### src/rtl/jdce_pkg.sv
`timescale 1ns / 1ps
// Shared types and constants for the JPEG DCT coefficient effect block.
// Used by the front, queue, back and top-level modules; depends on nothing.
package jdce_pkg;

    localparam int COEF_W      = 12;
    localparam int QUANT_W     = 16;
    localparam int OFFSET_W    = 13;
    localparam int MODE_W      = 3;
    localparam int COMP_W      = 2;
    localparam int POS_W       = 6;
    localparam int CFG_AW      = 3;
    localparam int CFG_DW      = 16;
    localparam int PROD_W      = COEF_W + QUANT_W + 1;
    localparam int SUM_W       = PROD_W + 1;
    localparam int MAG_W       = COEF_W - 1;
    localparam int DIV_STEPS   = MAG_W;
    localparam int CNT_W       = 4;
    localparam int REM_W       = QUANT_W + 1;
    localparam int DC_LIMIT    = 2047;
    localparam int QUEUE_DEPTH = 4;
    localparam int QUEUE_AW    = 2;
    localparam int S_DATA_W    = 24;
    localparam int M_DATA_W    = 16;

    localparam logic [COMP_W-1:0] COMP_Y  = 2'd0;
    localparam logic [COMP_W-1:0] COMP_CB = 2'd1;
    localparam logic [COMP_W-1:0] COMP_CR = 2'd2;
    localparam logic [POS_W-1:0]  POS_DC  = 6'd0;

    typedef enum logic [MODE_W-1:0] {
        MODE_PASS  = 3'd0,
        MODE_GRAY  = 3'd1,
        MODE_PIXEL = 3'd2,
        MODE_TINT  = 3'd3,
        MODE_LUMA  = 3'd4
    } t_mode;

    typedef enum logic [CFG_AW-1:0] {
        CFG_MODE     = 3'd0,
        CFG_YCBCR    = 3'd1,
        CFG_LUMA_OFF = 3'd2,
        CFG_CB_OFF   = 3'd3,
        CFG_CR_OFF   = 3'd4,
        CFG_QUANT_Y  = 3'd5,
        CFG_QUANT_CB = 3'd6,
        CFG_QUANT_CR = 3'd7
    } t_cfg_idx;

    typedef enum logic [1:0] {
        BK_RUN,
        BK_CLAMP,
        BK_DIV,
        BK_DONE
    } t_back_state;

    typedef struct packed {
        logic                       is_div;
        logic [COEF_W-1:0]          coef;
        logic                       status;
        logic                       last;
        logic [QUANT_W-1:0]         quant;
        logic signed [OFFSET_W-1:0] offset;
    } t_entry;

    typedef struct packed {
        logic   valid;
        logic   full;
        t_entry head;
    } t_queue_stat;

endpackage

### src/rtl/jdce_front.sv
`timescale 1ns / 1ps
// Front end: holds the configuration registers and classifies each input item.
// Depends on jdce_pkg.
module jdce_front (
    input  logic                            i_clk,
    input  logic                            i_rst_n,
    input  logic                            i_cfg_we,
    input  logic [jdce_pkg::CFG_AW-1:0]     i_cfg_addr,
    input  logic [jdce_pkg::CFG_DW-1:0]     i_cfg_wdata,
    input  logic [jdce_pkg::COMP_W-1:0]     i_component,
    input  logic [jdce_pkg::POS_W-1:0]      i_position,
    input  logic [jdce_pkg::COEF_W-1:0]     i_coef,
    input  logic                            i_last,
    output jdce_pkg::t_entry                o_entry
);
    import jdce_pkg::*;

    logic [MODE_W-1:0]          r_mode;
    logic                       r_ycbcr;
    logic signed [OFFSET_W-1:0] r_luma_off;
    logic signed [OFFSET_W-1:0] r_cb_off;
    logic signed [OFFSET_W-1:0] r_cr_off;
    logic [QUANT_W-1:0]         r_quant_y;
    logic [QUANT_W-1:0]         r_quant_cb;
    logic [QUANT_W-1:0]         r_quant_cr;

    always_ff @(posedge i_clk) begin
        if (!i_rst_n) begin
            r_mode     <= MODE_PASS;
            r_ycbcr    <= 1'b1;
            r_luma_off <= '0;
            r_cb_off   <= '0;
            r_cr_off   <= '0;
            r_quant_y  <= QUANT_W'(1);
            r_quant_cb <= QUANT_W'(1);
            r_quant_cr <= QUANT_W'(1);
        end else if (i_cfg_we) begin
            unique case (t_cfg_idx'(i_cfg_addr))
                CFG_MODE:     r_mode     <= i_cfg_wdata[MODE_W-1:0];
                CFG_YCBCR:    r_ycbcr    <= i_cfg_wdata[0];
                CFG_LUMA_OFF: r_luma_off <= i_cfg_wdata[OFFSET_W-1:0];
                CFG_CB_OFF:   r_cb_off   <= i_cfg_wdata[OFFSET_W-1:0];
                CFG_CR_OFF:   r_cr_off   <= i_cfg_wdata[OFFSET_W-1:0];
                CFG_QUANT_Y:  r_quant_y  <= i_cfg_wdata[QUANT_W-1:0];
                CFG_QUANT_CB: r_quant_cb <= i_cfg_wdata[QUANT_W-1:0];
                CFG_QUANT_CR: r_quant_cr <= i_cfg_wdata[QUANT_W-1:0];
            endcase
        end
    end

    // A quantizer register holding zero acts as one.
    function automatic logic [QUANT_W-1:0] fix_q(input logic [QUANT_W-1:0] q);
        return (q == '0) ? QUANT_W'(1) : q;
    endfunction

    always_comb begin
        o_entry        = '0;
        o_entry.coef   = i_coef;
        o_entry.last   = i_last;
        o_entry.quant  = fix_q(r_quant_y);
        o_entry.offset = r_luma_off;
        unique case (t_mode'(r_mode))
            MODE_GRAY: begin
                if (i_component != COMP_Y) o_entry.coef = '0;
            end
            MODE_PIXEL: begin
                if (i_position != POS_DC) o_entry.coef = '0;
            end
            MODE_TINT: begin
                if (!r_ycbcr) begin
                    o_entry.status = 1'b1;
                end else if (i_position == POS_DC) begin
                    if (i_component == COMP_CB && r_cb_off != '0) begin
                        o_entry.is_div = 1'b1;
                        o_entry.quant  = fix_q(r_quant_cb);
                        o_entry.offset = r_cb_off;
                    end else if (i_component == COMP_CR && r_cr_off != '0) begin
                        o_entry.is_div = 1'b1;
                        o_entry.quant  = fix_q(r_quant_cr);
                        o_entry.offset = r_cr_off;
                    end
                end
            end
            MODE_LUMA: begin
                if (i_component == COMP_Y && i_position == POS_DC) o_entry.is_div = 1'b1;
            end
            default: begin
            end
        endcase
    end

endmodule

### src/rtl/jdce_queue.sv
`timescale 1ns / 1ps
// Short queue of classified items between the front and back ends.
// Depends on jdce_pkg.
module jdce_queue (
    input  logic                  i_clk,
    input  logic                  i_rst_n,
    input  logic                  i_push,
    input  jdce_pkg::t_entry      i_entry,
    input  logic                  i_pop,
    output jdce_pkg::t_queue_stat o_stat
);
    import jdce_pkg::*;

    t_entry                r_mem [QUEUE_DEPTH];
    logic [QUEUE_AW-1:0]   r_wr;
    logic [QUEUE_AW-1:0]   r_rd;
    logic [QUEUE_AW:0]     r_count;

    always_ff @(posedge i_clk) begin
        if (i_push) begin
            r_mem[r_wr] <= i_entry;
        end
    end

    always_ff @(posedge i_clk) begin
        if (!i_rst_n) begin
            r_wr    <= '0;
            r_rd    <= '0;
            r_count <= '0;
        end else begin
            if (i_push) r_wr <= r_wr + 1'b1;
            if (i_pop)  r_rd <= r_rd + 1'b1;
            r_count <= r_count + (QUEUE_AW+1)'(i_push) - (QUEUE_AW+1)'(i_pop);
        end
    end

    always_comb begin
        o_stat.valid = (r_count != '0);
        o_stat.full  = (r_count == (QUEUE_AW+1)'(QUEUE_DEPTH));
        o_stat.head  = r_mem[r_rd];
    end

endmodule

### src/rtl/jdce_back.sv
`timescale 1ns / 1ps
// Back end: passes finished items to the output register and runs the DC
// shift (multiply, clamp, restoring divide). Depends on jdce_pkg.
module jdce_back (
    input  logic                        i_clk,
    input  logic                        i_rst_n,
    input  jdce_pkg::t_queue_stat       i_stat,
    output logic                        o_pop,
    output logic                        o_valid,
    input  logic                        i_ready,
    output logic [jdce_pkg::COEF_W-1:0] o_coef,
    output logic                        o_status,
    output logic                        o_last
);
    import jdce_pkg::*;

    localparam logic signed [SUM_W-1:0] SUM_MAX = SUM_W'(DC_LIMIT);
    localparam logic signed [SUM_W-1:0] SUM_MIN = -SUM_MAX;

    t_back_state                r_state;
    t_back_state                n_state;
    logic signed [PROD_W-1:0]   r_prod;
    logic signed [OFFSET_W-1:0] r_off;
    logic [QUANT_W-1:0]         r_q;
    logic                       r_last;
    logic                       r_neg;
    logic [MAG_W-1:0]           r_quo;
    logic [REM_W-1:0]           r_rem;
    logic [CNT_W-1:0]           r_cnt;
    logic                       r_valid;
    logic [COEF_W-1:0]          r_coef;
    logic                       r_status;
    logic                       r_olast;

    logic                       w_out_free;
    logic                       w_load;
    logic [COEF_W-1:0]          w_coef;
    logic                       w_status;
    logic                       w_last;
    logic signed [SUM_W-1:0]    w_sum;
    logic signed [COEF_W-1:0]   w_clamp;
    logic [REM_W-1:0]           w_trial;
    logic                       w_fit;

    assign w_out_free = !r_valid || i_ready;

    always_comb begin
        n_state = r_state;
        unique case (r_state)
            BK_RUN: begin
                if (i_stat.valid && i_stat.head.is_div) n_state = BK_CLAMP;
            end
            BK_CLAMP: n_state = BK_DIV;
            BK_DIV: begin
                if (r_cnt == CNT_W'(DIV_STEPS - 1)) n_state = BK_DONE;
            end
            BK_DONE: begin
                if (w_out_free) n_state = BK_RUN;
            end
        endcase
    end

    always_comb begin
        o_pop    = 1'b0;
        w_load   = 1'b0;
        w_coef   = i_stat.head.coef;
        w_status = i_stat.head.status;
        w_last   = i_stat.head.last;
        unique case (r_state)
            BK_RUN: begin
                o_pop  = i_stat.valid && (i_stat.head.is_div || w_out_free);
                w_load = i_stat.valid && !i_stat.head.is_div && w_out_free;
            end
            BK_DONE: begin
                w_load   = w_out_free;
                w_coef   = r_neg ? COEF_W'(-$signed({1'b0, r_quo})) : {1'b0, r_quo};
                w_status = 1'b0;
                w_last   = r_last;
            end
            default: begin
            end
        endcase
    end

    always_comb begin
        w_sum = SUM_W'(r_prod) + SUM_W'(r_off);
        if (w_sum > SUM_MAX) begin
            w_clamp = COEF_W'(SUM_MAX);
        end else if (w_sum < SUM_MIN) begin
            w_clamp = COEF_W'(SUM_MIN);
        end else begin
            w_clamp = w_sum[COEF_W-1:0];
        end
    end

    assign w_trial = {r_rem[REM_W-2:0], r_quo[MAG_W-1]};
    assign w_fit   = (w_trial >= {1'b0, r_q});

    always_ff @(posedge i_clk) begin
        if (!i_rst_n) begin
            r_state <= BK_RUN;
            r_valid <= 1'b0;
        end else begin
            r_state <= n_state;
            if (w_load)        r_valid <= 1'b1;
            else if (i_ready)  r_valid <= 1'b0;
        end
    end

    always_ff @(posedge i_clk) begin
        if (w_load) begin
            r_coef   <= w_coef;
            r_status <= w_status;
            r_olast  <= w_last;
        end
        unique case (r_state)
            BK_RUN: begin
                r_prod <= PROD_W'($signed(i_stat.head.coef))
                        * PROD_W'($signed({1'b0, i_stat.head.quant}));
                r_off  <= i_stat.head.offset;
                r_q    <= i_stat.head.quant;
                r_last <= i_stat.head.last;
            end
            BK_CLAMP: begin
                r_neg <= w_clamp[COEF_W-1];
                r_quo <= w_clamp[COEF_W-1] ? MAG_W'(-w_clamp) : w_clamp[MAG_W-1:0];
                r_rem <= '0;
                r_cnt <= '0;
            end
            BK_DIV: begin
                r_rem <= w_fit ? (w_trial - {1'b0, r_q}) : w_trial;
                r_quo <= {r_quo[MAG_W-2:0], w_fit};
                r_cnt <= r_cnt + 1'b1;
            end
            BK_DONE: begin
            end
        endcase
    end

    assign o_valid  = r_valid;
    assign o_coef   = r_coef;
    assign o_status = r_status;
    assign o_last   = r_olast;

endmodule

### src/rtl/jpeg_dct_coefficient_effect_core.sv
`timescale 1ns / 1ps
// Top level of the JPEG DCT coefficient effect block: front, queue and back.
// Depends on jdce_pkg, jdce_front, jdce_queue and jdce_back.
//
//  channel   direction  tdata                          tuser       tlast
//  s_axis    in         [5:0] position, [17:6] coef_in component   last_in
//  m_axis    out        [11:0] coef_out                status      last_out
//  cfg       in         i_cfg_addr selects the register, i_cfg_wdata the value
//
// Items that need no DC shift pass from the queue head into the output register,
// one item per cycle while the output is not stalled. A shifted DC item holds the
// back end for one multiply, one clamp, 11 restoring divider steps and the output.
// The four-entry queue absorbs up to four items while the divider works; once
// it is full, s_axis_tready drops until the back end takes the next item.
// Reset is synchronous and empties the queue and the output register.
module jpeg_dct_coefficient_effect_core (
    input  logic                              i_clk,
    input  logic                              i_rst_n,
    input  logic                              i_cfg_we,
    input  logic [jdce_pkg::CFG_AW-1:0]       i_cfg_addr,
    input  logic [jdce_pkg::CFG_DW-1:0]       i_cfg_wdata,
    input  logic                              s_axis_tvalid,
    output logic                              s_axis_tready,
    input  logic [jdce_pkg::S_DATA_W-1:0]     s_axis_tdata,  // position, coef_in
    input  logic [jdce_pkg::COMP_W-1:0]       s_axis_tuser,  // component
    input  logic                              s_axis_tlast,
    output logic                              m_axis_tvalid,
    input  logic                              m_axis_tready,
    output logic [jdce_pkg::M_DATA_W-1:0]     m_axis_tdata,  // coef_out
    output logic                              m_axis_tuser,  // status
    output logic                              m_axis_tlast
);
    import jdce_pkg::*;

    t_entry            w_entry;
    t_queue_stat       w_stat;
    logic              w_pop;
    logic              w_push;
    logic [COEF_W-1:0] w_coef;

    assign s_axis_tready = !w_stat.full;
    assign w_push        = s_axis_tvalid && !w_stat.full;

    jdce_front u_front (
        .i_clk       (i_clk),
        .i_rst_n     (i_rst_n),
        .i_cfg_we    (i_cfg_we),
        .i_cfg_addr  (i_cfg_addr),
        .i_cfg_wdata (i_cfg_wdata),
        .i_component (s_axis_tuser),
        .i_position  (s_axis_tdata[POS_W-1:0]),
        .i_coef      (s_axis_tdata[POS_W+COEF_W-1:POS_W]),
        .i_last      (s_axis_tlast),
        .o_entry     (w_entry)
    );

    jdce_queue u_queue (
        .i_clk   (i_clk),
        .i_rst_n (i_rst_n),
        .i_push  (w_push),
        .i_entry (w_entry),
        .i_pop   (w_pop),
        .o_stat  (w_stat)
    );

    jdce_back u_back (
        .i_clk    (i_clk),
        .i_rst_n  (i_rst_n),
        .i_stat   (w_stat),
        .o_pop    (w_pop),
        .o_valid  (m_axis_tvalid),
        .i_ready  (m_axis_tready),
        .o_coef   (w_coef),
        .o_status (m_axis_tuser),
        .o_last   (m_axis_tlast)
    );

    assign m_axis_tdata = {(M_DATA_W-COEF_W)'(0), w_coef};

endmodule

### config.mk
export PLATFORM = sky130hd
export DESIGN_NAME = jpeg_dct_coefficient_effect_core
export DESIGN_NICKNAME = d
export VERILOG_FILES = /design/src/rtl/jdce_pkg.sv /design/src/rtl/jdce_front.sv /design/src/rtl/jdce_queue.sv /design/src/rtl/jdce_back.sv /design/src/rtl/jpeg_dct_coefficient_effect_core.sv
export SDC_FILE = /design/constraint.sdc
export NUM_CORES = 1
export LEC_CHECK = 0
export BUFFER_PORTS_ARGS = -buffer_cell sky130_fd_sc_hd__buf_2
export CAP_MARGIN = 20
export CORE_AREA = 3 3 219 274
export CTS_BUF_LIST = sky130_fd_sc_hd__clkbuf_16
export CTS_CLUSTER_DIAMETER = 120
export CTS_CLUSTER_SIZE = 14
export DETAILED_ROUTE_END_ITERATION = 12
export DIE_AREA = 0 0 222 277
export PLACE_DENSITY = 0.54
export RECOVER_POWER = 25
export SETUP_SLACK_MARGIN = 0.05
export SYNTH_ARGS = -nofsm -noshare
export SYNTH_HDL_FRONTEND = slang
export SYNTH_SLANG_ARGS = --single-unit
### constraint.sdc
create_clock -name i_clk -period 10.1 [get_ports i_clk]
set_input_delay 2.02 -clock i_clk [delete_from_list [all_inputs] [get_ports i_clk]]
set_output_delay 2.02 -clock i_clk [all_outputs]
set_load 0.01 [all_outputs]
==> results of run 1 <==
-- area by class of cell --
class                           instances  area, um^2  area share
Multi-Input combinational cell       1565       12310      0.4710
Sequential cell                       384       10500      0.4018
Tap cell                              750       938.4     0.03591
Inverter                              244       915.9     0.03504
Clock buffer                           34       850.8     0.03255
Timing Repair Buffer                   82       449.2     0.01719
Clock inverter                         27       168.9    0.006463
-- per-layer routing --
layer,vias up,routed length (um)
li1,7929,-
met1,8153,24040
met5,-,13
met3,98,2525
met4,2,2299
met2,356,29400
-- synth_stat cells, types with 7 or more instances --
cell      instances
a21oi_1         178
o22ai_1          31
nor4_1           16
nor3b_1           8
o21a_1           13
nor2_1          150
or3_1             9
buf_2             8
edfxtp_1        281
o21ai_1           9
and2_1           58
a21o_1           16
o211ai_1          7
ha_1            143
nand3_1          22
and3_1           13
nand2b_1         23
dfxtp_1         103
nand2_1         360
inv_1           243
xor2_1           27
mux2i_1          17
nor3_1           31
o31ai_1          13
nor2b_1          26
clkbuf_1         85
o21ai_0          44
xnor2_1          36
a211oi_1         11
fa_1            144
nand4_1          13
a31oi_1           8
mux4_2           43
a21boi_0          8
-- worst max-delay path, delay by kind of cell, from the launching register on --
kind                     cells  cell delay (ns)
flip-flops                   1             1.29
buffers and inverters        5             0.58
multiplexers                 1             0.78
adder cells (fa/ha/maj)      6             2.90
XOR/XNOR                     1             0.08
AND/OR/NAND/NOR              1             0.27
AO/OA/AOI/OAI                9             2.52
-- stage by stage --
step	setup WS, ns	std cells	util
6_report	1.459	3086	0.4545
5_1_grt	0.7570	3086	0.4545
4_1_cts	2.014	3084	0.4545
3_5_place_dp	2.103	3023	0.4368
3_3_place_gp	2.075	3023	0.4368
2_1_floorplan	2.627	2295	-
-- worst paths after layout --
path / startpoint / to / slack [ns] / cells after the start
setup / recovery: register / u_back.r_prod[27] / 1.46 / 23
hold / removal: u_front.r_luma_off[12] / u_front.r_luma_off[12] / 0.46 / 2
setup reg to reg: register / u_back.r_prod[27] / 1.46 / 23
hold reg to reg: u_front.r_luma_off[12] / u_front.r_luma_off[12] / 0.46 / 2
-- flip-flops by register name, indices dropped and copies added, names as in the netlist, 16 cells and up, named ones only --
name / count
u_front.r_quant_y: 16
u_back.r_q: 16
u_queue.r_mem: 176
u_front.r_quant_cr: 16
u_back.r_prod: 29
u_front.r_quant_cb: 16
u_back.r_rem: 16
-- cells by family after synthesis --
kind of cell | Yosys count
DFF | 384
and+or+nand+nor | 756
AOI/OAI and AO/OA | 392
other | 1
buffers and inverters | 346
adders and majority gates | 287
muxes | 63
xor gates and xnor gates | 63
==> impl_metrics.csv, run 1 <==
group,metric,value,unit
yosys,yosysSeqAreaShare,0.4352,
timing,hold_viol,0,
global_routing,grt_use_met2,0.3335,
global_routing,grt_pass1_vias,16844,
yosys,synthFlopType,"edfxtp_1",
worst_setup_path,worstPathArrival,8.98,ns
finish,antenna_cells,0,
floorplanning,io-pin-count,71,
drt,wl_per_cell,18.88,um
worst_setup_path,crit_path_max_fanout,23,
timing,rsz0062_at_grt,"false",
worst_setup_path,startpoint_type,"register",
floorplanning,die-width,222,um
drt,drc,0,
drt,dr.pass1.iters,5,
place,gp_congestion,0.8304,
yosys,syn_inst,2292,
finish,fin_nets,2649,
global_routing,antenna_found_initial,2,
drt,vias,16538,
yosys,synthMuxAreaShare,0.04860,
finish,layout_commonest_cell,"nand2_1",
clocking,cts_resized,0,
worst_setup_path,crit_path_top_delay_cell,"dfxtp_1",
clocking,ctsHoldBuffers,0,
global_routing,grt_overflow,0,
floorplanning,dieArea,61490,um^2
place,place_area,25120,um^2
clocking,cts.sinks,384,
worst_setup_path,end_kind,"register",
finish,num-fill-cells,5378,
timing,setup_tns,0,ns
finish,finish.instance_area,26140,um^2
yosys,yosys_warnings,0,
global_routing,gr-usage-met3,0.02873,
yosys,synth_compound_area_frac,0.1009,
clocking,h-tree-depth,2,
finish,final_cell_mix,"360 x nand2_1, 281 x edfxtp_1, 265 x inv_1",
worst_hold_path,worstHoldPathType,"register to register",
drt,ant_nets,0,
global_routing,grt_busiest_layer,"met2",
floorplanning,core_area,57510,um^2
worst_setup_path,critical_path_class,"register to register",
yosys,yosys-top-cells-area,"edfxtp_1 35%, fa_1 12%, dfxtp_1 8.5%",
worst_setup_path,crit_path_max_incr_delay,1.29,ns
flow_run,cap_violations,5,
yosys,synth_fa_ha_area_frac,0.1937,
clocking,clk_root_buffer_cell,"clkbuf_16",
yosys,synth_cell_types,83,
yosys,syn-cell-area,24120,um^2
worst_setup_path,critPathMostFrequentCell,"fa_1",
timing,whs,0.4568,ns
yosys,synth_area_per_cell,10.53,um^2
yosys,synth-simple-area-share,0.1430,
yosys,synth_top_area_frac,0.3498,
yosys,ys_ff_latch,384,
finish,drive_gt1_frac,0.07791,
clocking,cts_tree,"built",
clocking,clk_latency,0.58,ns
floorplanning,die_h,277,um
yosys,synth_top_area_cell,"edfxtp_1",
global_routing,grtUsageTotal,0.1893,
worst_setup_path,crit_chain,"clkbuf_1 > mux4_2 > and2_1 > fa_1 > inv_1 > fa_1 > fa_1 > inv_1 > fa_1 > inv_1 > fa_1 > inv_1 > ha_1 > a21o_1 > a21oi_1 > a21boi_0 > o31a_1 > o41ai_1 > o21ai_0 > o41ai_1 > o2111ai_1 > a21oi_1 > xnor2_1",
global_routing,grt_max_degree,64,
yosys,synth_top_family_by_area,"adder cells",
timing,setup-violations-final,0,
drt,vias_per_cell,5.359,
clocking,cts_inserted_buffers,34,
timing,fin_crit_sh,0.8556,
yosys,synthXorXnorAreaFrac,0.02287,
timing,slew_viol_final,234,
place,dp_hpwl,42120,um
global_routing,use_met1,0.2331,
finish,area_delta_synth_final,8.335,%
status,status,"finished with violations",
yosys,synth_enable_flop_cells,281,
floorplanning,start_util,0.4195,
drt,wirelength,58270,um
timing,tightest_slew,3.466,ns
drt,first_iter_violations,821,
timing,fmax,0.1157,GHz
clocking,cts.clk_slew.worst_paths,0.08,ns
timing,skew,0.05038,ns
global_routing,grt_pass1_wl,92390,um
clocking,cts_max_path_buffers,3,
worst_setup_path,crit_required,10.44,ns
timing,slew_headroom,-1.311,
clocking,post-cts-setup-buffers,0,
status,violations,"max-capacitance violations, max-slew violations",
floorplanning,rows,98,
timing,period_needed,8.641,ns
place,portBuffers,60,
yosys,async_reset_ff_frac,0,
Power of run 1 is not shown: default switching activity piles up to over one toggle a cycle in this logic, so the estimate is an artifact.
==> run 2, diff against run 1 <==
--- a/config.mk
+++ b/config.mk
@@ -7,13 +7,13 @@
 export LEC_CHECK = 0
 export BUFFER_PORTS_ARGS = -buffer_cell sky130_fd_sc_hd__buf_2
 export CAP_MARGIN = 20
-export CORE_AREA = 3 3 219 274
+export CORE_AREA = 3 3 224 281
 export CTS_BUF_LIST = sky130_fd_sc_hd__clkbuf_16
 export CTS_CLUSTER_DIAMETER = 120
 export CTS_CLUSTER_SIZE = 14
 export DETAILED_ROUTE_END_ITERATION = 12
-export DIE_AREA = 0 0 222 277
-export PLACE_DENSITY = 0.54
+export DIE_AREA = 0 0 227 284
+export PLACE_DENSITY = 0.52
 export RECOVER_POWER = 25
 export SETUP_SLACK_MARGIN = 0.05
 export SYNTH_ARGS = -nofsm -noshare
==> run 2 against run 1 <==
The flow still finishes with violations (max-capacitance violations, max-slew violations). Global-route usage shrank 1.1 points. Clock-buffer cell count shrank 3. Sequential share of layout area grew 0.18 points. Wire length shrank 2.5%. First-iteration DRC count grew 7.3%. Setup slack gained 0.045 ns. Core utilization shrank 2.5 points. Clock skew shrank 0.032 ns. Critical endpoint unchanged. Largest cell class unchanged.
==> impl_metrics.csv, run 2 (same netlist as run 1, synthesis figures left out) <==
group,metric,value,unit
timing,setup_tns,0,ns
finish,final_cell_mix,"360 x nand2_1, 281 x edfxtp_1, 267 x inv_1",
floorplanning,die-width,227,um
worst_setup_path,crit_chain,"buf_4 > mux4_2 > and2_1 > fa_1 > inv_1 > fa_1 > inv_1 > fa_1 > fa_1 > inv_1 > fa_1 > inv_1 > ha_1 > a21o_1 > a21oi_1 > a21boi_0 > o31a_1 > o41ai_1 > o21ai_0 > o41ai_1 > o2111ai_1 > a21oi_1 > xnor2_1",
finish,drive_gt1_frac,0.07557,
timing,fmax,0.1163,GHz
floorplanning,core_area,60530,um^2
flow_run,cap_violations,5,
place,gp_congestion,0.8073,
timing,tightest_slew,3.434,ns
worst_setup_path,crit_path_top_delay_cell,"dfxtp_1",
global_routing,antenna_found_initial,0,
timing,fin_crit_sh,0.8511,
drt,dr.pass1.iters,5,
finish,num-fill-cells,5785,
finish,regMostFlops,"u_queue.r_mem",
floorplanning,die_h,284,um
timing,hold_viol,0,
timing,period_needed,8.596,ns
global_routing,grt_max_degree,90,
worst_setup_path,end_kind,"register",
worst_setup_path,critPathMostFrequentCell,"fa_1",
worst_setup_path,startpoint_type,"register",
finish,antenna_cells,0,
worst_hold_path,worstHoldPathType,"register to register",
timing,slew_headroom,-1.290,
drt,wirelength,56840,um
finish,layout_commonest_cell,"nand2_1",
worst_setup_path,worstPathArrival,8.93,ns
global_routing,grtUsageTotal,0.1781,
clocking,cts.clk_slew.worst_paths,0.07,ns
drt,ant_nets,0,
floorplanning,dieArea,64470,um^2
finish,fin_nets,2643,
worst_setup_path,crit_path_max_incr_delay,1.10,ns
clocking,cts_tree,"built",
finish,largest_reg_flops,176,
drt,wl_per_cell,18.33,um
finish,seq_area,10500,um^2
global_routing,grt_overflow,0,
finish,multi_input_area,12310,um^2
place,portBuffers,60,
worst_setup_path,crit_required,10.43,ns
finish,area_delta_synth_final,7.858,%
timing,skew,0.01811,ns
worst_setup_path,crit_path_max_fanout,19,
clocking,cts_max_path_buffers,3,
clocking,ctsHoldBuffers,0,
floorplanning,rows,101,
clocking,cts_inserted_buffers,31,
clocking,h-tree-depth,1,
clocking,cts.sinks,384,
drt,first_iter_violations,881,
place,dp_hpwl,42070,um
drt,drc,0,
clocking,post-cts-setup-buffers,0,
floorplanning,io-pin-count,71,
global_routing,grt_pass1_wl,91360,um
timing,rsz0062_at_grt,"false",
status,violations,"max-capacitance violations, max-slew violations",
drt,vias_per_cell,5.281,
finish,reg.largest.list,"u_queue.r_mem: 176 flops, u_back.r_prod: 29 flops",
clocking,cts_resized,0,
timing,slew_viol_final,233,
status,status,"finished with violations",
clocking,clk_latency,0.58,ns
global_routing,grt_pass1_vias,16793,
timing,setup-violations-final,0,
floorplanning,start_util,0.3985,
clocking,clk_root_buffer_cell,"clkbuf_16",
drt,vias,16375,
worst_setup_path,critical_path_class,"register to register",
## run 2: path summary, 6_finish.rpt
kind | start | to | slack (ns) | cells after the start
worst max-delay path | register | u_back.r_prod[27] | 1.50 | 23
worst min-delay path | u_front.r_luma_off[7] | u_front.r_luma_off[7] | 0.45 | 2
worst max register to register | register | u_back.r_prod[27] | 1.50 | 23
worst min register to register | u_front.r_luma_off[7] | u_front.r_luma_off[7] | 0.45 | 2
## run 2: final cells by class
| type | instances | share of cell area |
|---|---|---|
| clock buffer | 31 | 0.02981 |
| clock inverter | 26 | 0.004135 |
| inverter | 244 | 0.03520 |
| multi-input combinational | 1565 | 0.4729 |
| sequential | 384 | 0.4036 |
| tap | 772 | 0.03712 |
| timing repair buffer | 79 | 0.01721 |
## run 2: layer usage
metal  vias to the layer above  wire length, um  global-route usage
li1                       7906                -                   -
met1                      8116            24220              0.2275
met2                       275            29050              0.3177
met3                        78             1875             0.01935
met4                         0             1699             0.05180
met5                         -                0                   0
## run 2: stage by stage
| step | setup slack (ns) | hold WS, ns | util | instances | area, um^2 |
|---|---|---|---|---|---|
| after floorplan | 2.627 | 0.4367 | - | 2295 | 24140 |
| after global placement | 1.906 | 0.4418 | 0.4150 | 3041 | 25120 |
| after detailed placement | 1.935 | 0.4467 | 0.4155 | 3043 | 25150 |
| after CTS | 1.847 | 0.4562 | 0.4301 | 3100 | 26040 |
| after global routing | 0.8231 | 0.4693 | 0.4299 | 3101 | 26020 |
| final | 1.504 | 0.4542 | 0.4299 | 3101 | 26020 |
## run 2: worst max-delay path, delay by kind of cell (launching register included)
family | cells | cell delay (ns)
AO/OA/AOI/OAI | 9 | 2.50
AND/OR/NAND/NOR | 1 | 0.28
buffers and inverters | 5 | 0.67
multiplexers | 1 | 0.81
flip-flops | 1 | 1.10
XOR/XNOR | 1 | 0.08
adder cells (fa/ha/maj) | 6 | 2.89
Power of run 2 is left out for the same reason.
